`config.mk`:
```
export PLATFORM = sky130hd
export DESIGN_NAME = dual_port_reorder_buffer_top
export DESIGN_NICKNAME = d
export VERILOG_FILES = /design/src/sv/dprob_pkg.sv /design/src/sv/dual_port_reorder_buffer_top.sv /design/src/sv/dprob_ram.sv /design/src/sv/dprob_ctrl.sv /design/src/sv/dprob_dp.sv
export SDC_FILE = /design/constraint.sdc
export NUM_CORES = 1
export LEC_CHECK = 0
export BUFFER_PORTS_ARGS = -buffer_cell sky130_fd_sc_hd__buf_2
export CAP_MARGIN = 20
export CELL_PAD_IN_SITES_DETAIL_PLACEMENT = 0
export CELL_PAD_IN_SITES_GLOBAL_PLACEMENT = 1
export CORE_ASPECT_RATIO = 1.75
export CORE_UTILIZATION = 50
export CTS_CLUSTER_DIAMETER = 80
export CTS_CLUSTER_SIZE = 16
export DETAILED_ROUTE_END_ITERATION = 7
export GPL_TIMING_DRIVEN = 0
export PLACE_DENSITY = 0.77
export SLEW_MARGIN = 0
export SYNTH_ARGS = -nofsm -noshare
export SYNTH_HDL_FRONTEND = slang
export SYNTH_HIERARCHICAL = 1
export SYNTH_SLANG_ARGS = --single-unit
```
`constraint.sdc`:
```
create_clock -name clk -period 12.66 [get_ports clk]
set_input_delay 1.899 -clock clk [delete_from_list [all_inputs] [get_ports clk]]
set_output_delay 1.899 -clock clk [all_outputs]
set_load 0.02 [all_outputs]
```
`src/sv/dprob_pkg.sv`:
```
package dprob_pkg;

	// default buffer depth
	localparam int ROB_DEPTH_DEF = 16;

	// field widths
	localparam int INSTR_W = 32;
	localparam int DEST_W  = 5;
	localparam int SLOT_W  = 4;
	localparam int IDX_W   = 4;
	localparam int ENTRY_W = INSTR_W + DEST_W;

	// stream payload widths
	localparam int IN_DATA_W  = 88;
	localparam int IN_USER_W  = 5;
	localparam int OUT_DATA_W = 88;
	localparam int OUT_USER_W = 2;

	// instruction word that is never allocated
	localparam logic [INSTR_W-1:0] NOP_WORD = 32'h0000_0000;

	// commands from the sequencer to the datapath
	typedef struct packed {
		logic accept;   // take a request, update flags and pointers
		logic rd_next;  // read the second head entry
		logic cap_a;    // capture the first commit entry
		logic cap_b;    // capture the second commit entry
		logic wr_a;     // write the first allocation
		logic wr_b;     // write the second allocation
		logic load_out; // load the result register
	} dprob_cmd_t;

endpackage

```
`src/sv/dual_port_reorder_buffer_top.sv`:
```
// Dual-issue reorder buffer with in-order commit. Each request is one pipeline
// tick: up to two head entries that are valid and no longer pending retire,
// then up to two non-NOP instructions allocate at the tail (dropped when the
// tail entry is still occupied), then the ALU, memory and mul/div writebacks
// clear the pending bits of the slots they name. Every request yields exactly
// one result carrying both commit slots and the head and tail after the tick.
// The result register loads in the WRB state, or later in PUSH while the
// previous result is not yet taken; the sequencer then returns to idle, so a
// new request is taken only after the last one is through. The flags and
// pointers update at acceptance; the instruction and destination store is a
// single RAM with one read and one write port, so the two head reads and the
// two tail writes fall on acceptance, RDB, WRA, WRB. The next request is taken
// as soon as that sequence ends, while the previous result may still wait on
// m_axis; a result that cannot be loaded yet holds the sequence until the
// earlier one is taken.
module dual_port_reorder_buffer_top
	import dprob_pkg::*;
#(
	parameter int ROB_DEPTH = ROB_DEPTH_DEF
) (
	input  logic                  clk,
	input  logic                  arst_n,
	input  logic                  s_axis_tvalid,
	output logic                  s_axis_tready,
	// alloc_a_instr[31:0], alloc_a_dest[36:32], alloc_b_instr[68:37],
	// alloc_b_dest[73:69], fill_alu_slot[77:74], fill_mem_slot[81:78],
	// fill_muldiv_slot[85:82], zero [87:86]
	input  logic [IN_DATA_W-1:0]  s_axis_tdata,
	// alloc_a_valid[0], alloc_b_valid[1], fill_alu_valid[2],
	// fill_mem_valid[3], fill_muldiv_valid[4]
	input  logic [IN_USER_W-1:0]  s_axis_tuser,
	output logic                  m_axis_tvalid,
	input  logic                  m_axis_tready,
	// commit_a_instr[31:0], commit_a_dest[36:32], commit_b_instr[68:37],
	// commit_b_dest[73:69], head_index[77:74], tail_index[81:78], zero [87:82]
	output logic [OUT_DATA_W-1:0] m_axis_tdata,
	// commit_a_valid[0], commit_b_valid[1]
	output logic [OUT_USER_W-1:0] m_axis_tuser
);

	dprob_cmd_t cmd;

	dprob_ctrl u_ctrl (
		.clk       (clk),
		.arst_n    (arst_n),
		.in_valid  (s_axis_tvalid),
		.in_ready  (s_axis_tready),
		.out_valid (m_axis_tvalid),
		.out_ready (m_axis_tready),
		.cmd       (cmd)
	);

	dprob_dp #(
		.ROB_DEPTH (ROB_DEPTH)
	) u_dp (
		.clk      (clk),
		.arst_n   (arst_n),
		.cmd      (cmd),
		.in_data  (s_axis_tdata),
		.in_user  (s_axis_tuser),
		.out_data (m_axis_tdata),
		.out_user (m_axis_tuser)
	);

endmodule

```
`src/sv/dprob_ram.sv`:
```
module dprob_ram #(
	parameter int WIDTH = 8,
	parameter int DEPTH = 16
) (
	input  logic                     clk,
	input  logic                     we,
	input  logic [$clog2(DEPTH)-1:0] waddr,
	input  logic [WIDTH-1:0]         wdata,
	input  logic [$clog2(DEPTH)-1:0] raddr,
	output logic [WIDTH-1:0]         rdata
);

	logic [WIDTH-1:0] mem_q [DEPTH];

	// write one port, read one port with registered data
	always_ff @(posedge clk) begin
		if (we) begin
			mem_q[waddr] <= wdata;
		end
		rdata <= mem_q[raddr];
	end

endmodule

```
`src/sv/dprob_ctrl.sv`:
```
module dprob_ctrl
	import dprob_pkg::*;
(
	input  logic       clk,
	input  logic       arst_n,
	input  logic       in_valid,
	output logic       in_ready,
	output logic       out_valid,
	input  logic       out_ready,
	output dprob_cmd_t cmd
);

	typedef enum logic [2:0] {
		ST_IDLE,
		ST_RDB,
		ST_WRA,
		ST_WRB,
		ST_PUSH
	} state_t;

	state_t state_q;
	logic   out_valid_q;
	logic   can_load;

	assign can_load  = !out_valid_q || out_ready;
	assign in_ready  = (state_q == ST_IDLE);
	assign out_valid = out_valid_q;

	// decode commands from state
	always_comb begin
		cmd = '0;
		unique case (state_q)
			ST_IDLE: begin
				cmd.accept = in_valid;
			end
			ST_RDB: begin
				cmd.rd_next = 1'b1;
				cmd.cap_a   = 1'b1;
			end
			ST_WRA: begin
				cmd.rd_next = 1'b1;
				cmd.cap_b   = 1'b1;
				cmd.wr_a    = 1'b1;
			end
			ST_WRB: begin
				cmd.wr_b     = 1'b1;
				cmd.load_out = can_load;
			end
			ST_PUSH: begin
				cmd.load_out = can_load;
			end
			default: begin
				cmd = '0;
			end
		endcase
	end

	// advance the sequence, hold the result valid until taken
	always_ff @(posedge clk or negedge arst_n) begin
		if (!arst_n) begin
			state_q     <= ST_IDLE;
			out_valid_q <= 1'b0;
		end else begin
			unique case (state_q)
				ST_IDLE: begin
					if (in_valid) begin
						state_q <= ST_RDB;
					end
				end
				ST_RDB: begin
					state_q <= ST_WRA;
				end
				ST_WRA: begin
					state_q <= ST_WRB;
				end
				ST_WRB: begin
					state_q <= can_load ? ST_IDLE : ST_PUSH;
				end
				ST_PUSH: begin
					if (can_load) begin
						state_q <= ST_IDLE;
					end
				end
				default: begin
					state_q <= ST_IDLE;
				end
			endcase
			if (cmd.load_out) begin
				out_valid_q <= 1'b1;
			end else if (out_ready) begin
				out_valid_q <= 1'b0;
			end
		end
	end

`ifndef SYNTHESIS
	a_accept_then_capture: assert property (@(posedge clk) disable iff (!arst_n)
		cmd.accept |=> cmd.cap_a)
		else $error("capture of first commit entry did not follow a request");

	a_load_sets_valid: assert property (@(posedge clk) disable iff (!arst_n)
		cmd.load_out |=> out_valid)
		else $error("result register loaded but not presented");
`endif

endmodule

```
`src/sv/dprob_dp.sv`:
```
module dprob_dp
	import dprob_pkg::*;
#(
	parameter int ROB_DEPTH = ROB_DEPTH_DEF
) (
	input  logic                  clk,
	input  logic                  arst_n,
	input  dprob_cmd_t            cmd,
	input  logic [IN_DATA_W-1:0]  in_data,
	input  logic [IN_USER_W-1:0]  in_user,
	output logic [OUT_DATA_W-1:0] out_data,
	output logic [OUT_USER_W-1:0] out_user
);

	localparam int PTR_W = $clog2(ROB_DEPTH);

	typedef logic [PTR_W-1:0]     ptr_t;
	typedef logic [ROB_DEPTH-1:0] flags_t;

	// wrap-around increment
	function automatic ptr_t next_ptr(input ptr_t p);
		ptr_t r;
		if (p == PTR_W'(ROB_DEPTH - 1)) begin
			r = '0;
		end else begin
			r = PTR_W'(p + 1'b1);
		end
		return r;
	endfunction

	// writeback slot to buffer index
	function automatic ptr_t slot_ptr(input logic [SLOT_W-1:0] s);
		logic [PTR_W+SLOT_W-1:0] x;
		x = {{PTR_W{1'b0}}, s};
		return x[PTR_W-1:0];
	endfunction

	// writeback slot lies inside the buffer
	function automatic logic slot_ok(input logic [SLOT_W-1:0] s);
		return ({5'b0, s} < 9'(ROB_DEPTH));
	endfunction

	// request fields
	logic                a_valid, b_valid;
	logic [INSTR_W-1:0]  a_instr, b_instr;
	logic [DEST_W-1:0]   a_dest, b_dest;
	logic                alu_valid, mem_valid, md_valid;
	logic [SLOT_W-1:0]   alu_slot, mem_slot, md_slot;

	assign a_valid   = in_user[0];
	assign b_valid   = in_user[1];
	assign alu_valid = in_user[2];
	assign mem_valid = in_user[3];
	assign md_valid  = in_user[4];
	assign a_instr   = in_data[31:0];
	assign a_dest    = in_data[36:32];
	assign b_instr   = in_data[68:37];
	assign b_dest    = in_data[73:69];
	assign alu_slot  = in_data[77:74];
	assign mem_slot  = in_data[81:78];
	assign md_slot   = in_data[85:82];

	// state
	flags_t valid_q, pend_q;
	ptr_t   head_q, tail_q;

	// per-request decisions
	logic   ca_q, cb_q, aa_q, ab_q;
	ptr_t   rdb_addr_q, wa_addr_q, wb_addr_q;
	logic [ENTRY_W-1:0] wa_data_q, wb_data_q;
	logic [ENTRY_W-1:0] ca_entry_q, cb_entry_q;

	// next-state logic
	logic   ca, cb, aa, ab;
	ptr_t   h1, h2, t1, t2;
	flags_t v1, v2, v3, v4, p3, p4, fill_mask;

	always_comb begin
		// commits, oldest first
		ca = valid_q[head_q] & ~pend_q[head_q];
		v1 = valid_q;
		h1 = head_q;
		if (ca) begin
			v1[head_q] = 1'b0;
			h1         = next_ptr(head_q);
		end
		cb = v1[h1] & ~pend_q[h1];
		v2 = v1;
		h2 = h1;
		if (cb) begin
			v2[h1] = 1'b0;
			h2     = next_ptr(h1);
		end

		// allocations, first then second
		aa = a_valid & (a_instr != NOP_WORD) & ~v2[tail_q];
		v3 = v2;
		p3 = pend_q;
		t1 = tail_q;
		if (aa) begin
			v3[tail_q] = 1'b1;
			p3[tail_q] = 1'b1;
			t1         = next_ptr(tail_q);
		end
		ab = b_valid & (b_instr != NOP_WORD) & ~v3[t1];
		v4 = v3;
		p4 = p3;
		t2 = t1;
		if (ab) begin
			v4[t1] = 1'b1;
			p4[t1] = 1'b1;
			t2     = next_ptr(t1);
		end

		// writebacks clear pending
		fill_mask = '0;
		if (alu_valid && slot_ok(alu_slot)) begin
			fill_mask[slot_ptr(alu_slot)] = 1'b1;
		end
		if (mem_valid && slot_ok(mem_slot)) begin
			fill_mask[slot_ptr(mem_slot)] = 1'b1;
		end
		if (md_valid && slot_ok(md_slot)) begin
			fill_mask[slot_ptr(md_slot)] = 1'b1;
		end
	end

	// update flags and pointers, latch decisions on a request
	always_ff @(posedge clk or negedge arst_n) begin
		if (!arst_n) begin
			valid_q <= '0;
			pend_q  <= '0;
			head_q  <= '0;
			tail_q  <= '0;
			ca_q    <= 1'b0;
			cb_q    <= 1'b0;
			aa_q    <= 1'b0;
			ab_q    <= 1'b0;
		end else if (cmd.accept) begin
			valid_q <= v4;
			pend_q  <= p4 & ~fill_mask;
			head_q  <= h2;
			tail_q  <= t2;
			ca_q    <= ca;
			cb_q    <= cb;
			aa_q    <= aa;
			ab_q    <= ab;
		end
	end

	// request payload for the entry store
	always_ff @(posedge clk) begin
		if (cmd.accept) begin
			rdb_addr_q <= h1;
			wa_addr_q  <= tail_q;
			wb_addr_q  <= t1;
			wa_data_q  <= {a_dest, a_instr};
			wb_data_q  <= {b_dest, b_instr};
		end
	end

	// entry store
	logic               ram_we;
	ptr_t               ram_waddr, ram_raddr;
	logic [ENTRY_W-1:0] ram_wdata, ram_rdata;

	assign ram_raddr = cmd.rd_next ? rdb_addr_q : head_q;
	assign ram_we    = (cmd.wr_a & aa_q) | (cmd.wr_b & ab_q);
	assign ram_waddr = cmd.wr_b ? wb_addr_q : wa_addr_q;
	assign ram_wdata = cmd.wr_b ? wb_data_q : wa_data_q;

	dprob_ram #(
		.WIDTH (ENTRY_W),
		.DEPTH (ROB_DEPTH)
	) u_ram (
		.clk   (clk),
		.we    (ram_we),
		.waddr (ram_waddr),
		.wdata (ram_wdata),
		.raddr (ram_raddr),
		.rdata (ram_rdata)
	);

	// capture retired entries, zero when nothing retires
	always_ff @(posedge clk) begin
		if (cmd.cap_a) begin
			ca_entry_q <= ca_q ? ram_rdata : '0;
		end
		if (cmd.cap_b) begin
			cb_entry_q <= cb_q ? ram_rdata : '0;
		end
	end

	// pointers reported as four bits
	logic [PTR_W+IDX_W-1:0] head_x, tail_x;

	assign head_x = {{IDX_W{1'b0}}, head_q};
	assign tail_x = {{IDX_W{1'b0}}, tail_q};

	// result register
	logic [OUT_DATA_W-1:0] out_data_q;
	logic [OUT_USER_W-1:0] out_user_q;

	always_ff @(posedge clk) begin
		if (cmd.load_out) begin
			out_data_q <= {6'b0, tail_x[IDX_W-1:0], head_x[IDX_W-1:0],
				cb_entry_q, ca_entry_q};
			out_user_q <= {cb_q, ca_q};
		end
	end

	assign out_data = out_data_q;
	assign out_user = out_user_q;

`ifndef SYNTHESIS
	a_pend_implies_valid: assert property (@(posedge clk) disable iff (!arst_n)
		(pend_q & ~valid_q) == '0)
		else $error("pending entry without valid entry");

	a_ring_full_or_empty: assert property (@(posedge clk) disable iff (!arst_n)
		(head_q == tail_q) |-> (valid_q == '0 || valid_q == '1))
		else $error("head meets tail on a partly filled buffer");
`endif

endmodule
```
; ---- Word-level counts from Yosys, hierarchy flattened
; Memories as Yosys holds them, arrays and structs flattened. A register that Yosys moved wholly into a read port is not among the register bits.
; Cells that the tools add are included.
[word_totals]
regBits = 292
inputBits = 97
memories = 1
word_cells = 149
ramBits = 592
[classes]
n_reduce_logical = 16
n_addsub = 4
n_mux = 60
order_cmp = 14
bitwise = 25
eq_ne = 10
[memory_table]
columns = name, depth, width, read_ports, rd_clocked_by_memory_dff, wr, line
row1 = u_dp.u_ram.mem_q, 16, 37, 1, 1, 1, dprob_ram.sv:13  ; logic [WIDTH-1:0] mem_q [DEPTH];
[op_table]
columns = op, count
row1 = two-way mux 16 bit, 9
row2 = bitwise OR 16 bit, 6
row3 = nonzero test 32 bit, 2
row4 = bitwise AND 16 bit, 3
row5 = inverter 16 bit, 3
row6 = two-way mux 4 bit, 10
row7 = two-way mux 37 bit, 1
row8 = less-than comparator 4 x 5 -> 1 bit (second input constant), 7
row9 = demux 1 bit (select 4 bit), 7
row10 = greater-or-equal comparator 4 x 1 -> 1 bit (second input constant), 7
row11 = binary-select mux 1 bit (select 4 bit), 6
row12 = two-way mux 1 bit, 22
row13 = adder 4 x 1 -> 4 bit (second input constant), 4
row14 = equality test 4 bit (second input constant), 4
row15 = one-hot mux 3 bit (5 select lines), 1
row16 = two-way mux 3 bit, 3
row17 = bitwise AND 1 bit, 8
row18 = logical AND 1 bit, 7
row19 = equality test 3 x 2 -> 1 bit (second input constant), 2
row20 = inverter 1 bit, 4
row21 = OR reduction 2 bit, 2
row22 = equality test 3 x 1 -> 1 bit (second input constant), 1
row23 = equality test 3 bit (second input constant), 1
row24 = logical NOT 3 bit, 1
row25 = other kinds (8), 8

; ---- Longest topological paths before layout
[depth]
word_depth = 24
mapped_depth = 25

; ---- Modules after synthesis
; Netlist, hierarchy kept.
[modules_own_cells]
columns = mod, seq_area_each_um2, n_inst, area_each_um2, cells_per_inst
row1 = dprob_ram, 18517.8, 1, 22942.0, 963
row2 = dprob_dp, 8428.1, 1, 13807.0, 1079
row3 = dprob_ctrl, 100.1, 1, 202.7, 21

; ---- Least setup slack after synthesis
; OpenSTA, ideal clock, no wires.
[synth_path]
kind = input -> register
start = input port m_axis_tready
end = register u_dp.out_data_q[0] (netlist: u_dp/out_data[0]) (enable)
setup_ns = 0.549
t_required_ns = 12.111
path_stages = 2
arrival_ns = 6.033
n_path_buf = 0
slack_ns = 6.078
cell_sequence = nand2b_1 > a21boi_1
[synth_lines]
columns = element, line
row1 = start: declaration, dual_port_reorder_buffer_top.sv:33  ; input logic m_axis_tready,
row2 = end signal: assignment, dprob_dp.sv:206  ; out_data_q <= {6'b0, tail_x[IDX_W-1:0], head_x[IDX_W-1:0],
row3 = end: declaration, dprob_dp.sv:201  ; logic [OUT_DATA_W-1:0] out_data_q;

; ---- Worst setup path in the final report
[layout_path]
start = register u_dp.head_q[0]
end = register u_dp.valid_q[3]
[layout_between]
elab_chain_cells = 23
[layout_rtl]
columns = element, line
row1 = start: declaration, dprob_dp.sv:65  ; ptr_t head_q, tail_q;
row2 = start signal: assignment, dprob_dp.sv:133  ; head_q <= '0;
row3 = start signal: assignment, dprob_dp.sv:142  ; head_q <= h2;
row4 = binary-select mux 1 bit (select 4 bit), dprob_dp.sv:80  ; ca = valid_q[head_q] & ~pend_q[head_q];
row5 = two-way mux 1 bit (not written as such), dprob_dp.sv:80
row6 = inverter 1 bit, dprob_dp.sv:80
row7 = bitwise AND 1 bit, dprob_dp.sv:80
row8 = two-way mux 4 bit, dprob_dp.sv:83  ; if (ca) begin
row9 = less-than comparator 4 x 5 -> 1 bit (not written as such) / greater-or-equal comparator 4 x 1 -> 1 bit (equally long branches), dprob_dp.sv:91  ; v2[h1] = 1'b0;
row10 = logical AND 1 bit (not written as such), dprob_dp.sv:91
row11 = two-way mux 1 bit (not written as such), dprob_dp.sv:91
row12 = [7 not listed], -
row13 = bitwise AND 1 bit, dprob_dp.sv:96  ; aa = a_valid & (a_instr != NOP_WORD) & ~v2[tail_q];
row14 = two-way mux 4 bit, dprob_dp.sv:100  ; if (aa) begin
row15 = less-than comparator 4 x 5 -> 1 bit (not written as such) / greater-or-equal comparator 4 x 1 -> 1 bit (equally long branches), dprob_dp.sv:110  ; v4[t1] = 1'b1;
row16 = logical AND 1 bit (not written as such), dprob_dp.sv:110
row17 = two-way mux 1 bit (not written as such), dprob_dp.sv:110
row18 = demux 1 bit (select 4 bit), -
row19 = bitwise OR 16 bit (no line), -
row20 = two-way mux 16 bit (*), dprob_dp.sv:109  ; if (ab) begin
row21 = end signal: assignment, dprob_dp.sv:140  ; valid_q <= v4;
row22 = end: declaration, dprob_dp.sv:64  ; flags_t valid_q, pend_q;
; Mark *: on every way between the ends. The rest lies on a longest branch, timed or not. The select of a mux whose other input is x is not followed.
; A chain may end at the register's enable or synchronous reset.

==> out/qor.csv <==
metric,value,unit
asr flop ratio synth,5.212,%
Mapped Area,36950,um^2
worst skew pair latency,0.63,ns
largest net degree at the start of global routing,59,
port bufs,179,
Final Instance Area,42010,um^2
die area,75040,um^2
run status,completed,
Core Box Area,72940,um^2
Ports,189,
Multi-input gate area,9395,um^2
setup_tns,0,ns
Critical Path RT,13.14,ns
Die Y-Extent,361.6,um
GR peak layer,met2,
"Warnings, synthesis",6,
startpoint types,flop,
"Setup violations, final",0,
Max rail drop VDD,0.0001575,V
Tmin final,8.219,ns
"Hold Violations, Final",0,
ys flop type,edfxtp_1,
RSZ-0062 raised after global routing,false,
Synth Instances,2063,
Overflow after GRT,0,
GPL Wtd Cong,0.9995,
Sink Count,921,
sequential cell area,27050,um^2
Antenna Nets Post-Route,0,
CTS tree,yes,
Die Wd,207.5,um
Post-synth EDFFs,836,
post-CTS setup buffers,0,
H-tree levels,3,
Fillers,5435,
CTS Buf Count,67,
"Slew Viols, Final",0,
cell with the most instances after synthesis,edfxtp_1,
Yosys top cell by area,edfxtp_1,
vias,21000,
#FFs+latches synth,921,
hold_buf cts,0,
via/cell ratio,6.257,
Tcrit/Tclk final,64.92,%
drt initial violations,1886,
hold_sp,u_dp/cb_entry_q[19]$_SDFFCE_PN0P_,
global-route met3 utilization,4.104,%
P per Cell Area,285.6,nW/um^2
clock root buffer,clkbuf_16,
synth-to-layout area growth,13.69,%
synth top area cells,"edfxtp_1 68%, mux4_2 9.6%, dfrtp_1 3.3%",
Critical R2R Launch,u_dp/head_q[0]$_DFFE_PN0P_,
hpwl dp,75.63,mm
share of the synthesized area in the top cell type,67.94,%
crit path kind,reg -> reg,
Synth Area per Inst,17.91,um^2
skew final,0.02779,ns
worst-path fanout max,10,
initial antenna violation count,4,
max_cap viols,0,
Global Route Usage Sum,28.24,%
# rows,131,
Rel. slew slack,16.01,%
DR WL/cell,30.96,um
CTS Buffer Depth,3,
crit path DAT,8.70,ns
share of layout cells above drive strength 1,25.79,%
GR Layer Usage met2,51.84,%
Post-DP Area,40010,um^2
vias in the first global route,21710,
Tightest Pin Transition,1.250,ns
Hold/Removal Path Class,reg -> reg,
most frequent cells after synthesis,"836 x edfxtp_1, 157 x mux4_2, 107 x nand2_1, 83 x and2_1, 80 x a22oi_1",
first-pass GRT wire length,149.1,mm
CP Capture Type,flop,
initial cell density of the core,50.66,%
Leakage,0.01387,uW
Post-layout nets,2480,
met1 Usage GRT,30.78,%
Clock transition at path regs,0.07,ns
fmax,121.7,MHz
drc violations,0,
Setup crit start,u_dp/head_q[0]$_DFFE_PN0P_,
CTS resizes,0,
"Seq/Total Area, Yosys",73.19,%
WL final,103.9,mm
post-synthesis cell type count,94,
DR pass1 iterations,5,
cell type report:
type	count	share of cell area (%)
sequential	921	64.38
multi-input combinational	1009	22.36
clock buffer	115	4.470
timing repair buffer	232	4.179
tap	931	2.773
buffer	109	1.337
inverter	29	0.2591
clock inverter	8	0.2264
antenna	2	0.01191
sequential cells by signal (all words and copies together) (netlist names), 2 cells and up:
name	flops
u_dp/u_ram/rdata	37
u_dp/out_user	2
u_dp/wa_addr_q	4
u_dp/out_data	82
u_dp/pend_q	16
u_dp/cb_entry_q	37
u_dp/rdb_addr_q	4
u_dp/wa_data_q	37
u_dp/u_ram/mem_q	592
u_dp/wb_addr_q	4
u_dp/ca_entry_q	37
u_ctrl/state_q	3
u_dp/wb_data_q	37
u_dp/head_q	4
u_dp/tail_q	4
u_dp/valid_q	16
layout by cell type, fill, tap and decap left out, drive strengths merged, types with 7 or more instances in the layout:
cell,Yosys,layout
nand2,115,115
a22oi,80,80
a21oi,47,47
inv,26,31
nor2,67,67
o31a,7,7
o21ai,45,45
nand3b,12,12
nor2b,11,11
nand3,36,36
a31o,8,8
a31oi,26,26
a41oi,13,13
mux2,52,52
edfxtp,836,836
nand2b,16,16
buf,52,283
a221oi,11,11
mux4,157,157
nand4,17,17
dfrtp,48,48
nor3,33,33
and3,8,8
nor4,22,22
o211ai,8,8
mux2i,11,11
dfxtp,37,37
ha,14,14
o22ai,10,10
clkbuf,57,173
o31ai,8,8
and2,85,85
xnor2,7,7
through the flow:
stage | utilization (%) | std cells | total power (uW) | hold slack (ns) | setup WS, ns
6_report | 57.60 | 3356 | 12000 | 0.4200 | 4.441
4_1_cts | 57.56 | 3352 | 12010 | 0.4208 | 4.873
3_5_place_dp | 54.85 | 3229 | 9965 | 0.4045 | 4.910
5_1_grt | 57.59 | 3354 | 12480 | 0.4261 | 4.471
2_1_floorplan | - | 2068 | 7954 | 0.4003 | 6.078
3_3_place_gp | 53.51 | 3178 | 9836 | 0.4008 | 3.240
worst max-delay path, cell delays in order, from the launching register on:
cell	delay (ns)
dfrtp_1	0.47
buf_6	0.21
buf_6	0.18
clkinv_1	0.32
ha_1	0.41
clkbuf_1	0.59
inv_1	0.42
a21oi_1	0.80
o2111ai_1	0.31
a21oi_4	0.36
a31oi_1	0.34
mux4_2	0.64
a221o_1	0.44
buf_6	0.20
nor3_1	0.46
o21ai_0	0.16
a31oi_1	0.46
a211oi_1	0.13
and2_1	0.20
buf_6	0.15
a211oi_1	0.66
a21oi_1	0.14
per-layer routing:
layer	up-vias	part of all wire (%)	wire length, um
met5	-	0	0
met4	0	6.3	6596
met3	258	6.3	6538
met2	1006	54	56030
met1	10770	33	34750
li1	8963	-	-
power by group:
group	internal [uW]	leakage, uW	switching [uW]	total [uW]
clock network	1040	0.000941	1010	2050
registers	4130	0.00849	183	4320
logic	2050	0.00444	3590	5640
total	7220	0.0139	4780	12000
path summary, 6_finish.rpt:
kind	end	slack, ns	depth (start not counted)
max in group asynchronous	u_ctrl/state_q[0]$_DFFE_PN0P_	10.84	2
hold / removal	u_dp/out_data[56]$_DFFE_PP_	0.42	0
setup reg to reg	u_dp/valid_q[3]$_DFFE_PN0P_	4.44	21
setup / recovery	u_dp/valid_q[3]$_DFFE_PN0P_	4.44	21
hold reg to reg	u_dp/out_data[56]$_DFFE_PP_	0.42	0
min in group asynchronous	u_dp/pend_q[0]$_DFFE_PN0P_	1.22	1
cell families after synthesis:
logic type,after synthesis,synth area share (%)
AOI/OAI and AO/OA,320,6.430
xor gates and xnor gates,7,0.1659
adders and majority gates,14,0.4741
buffers and inverters,138,1.815
DFF,921,73.19
muxes,220,11.53
other,1,0.01015
and+or+nand+nor,442,6.386
(Power assumes the default switching activity.)
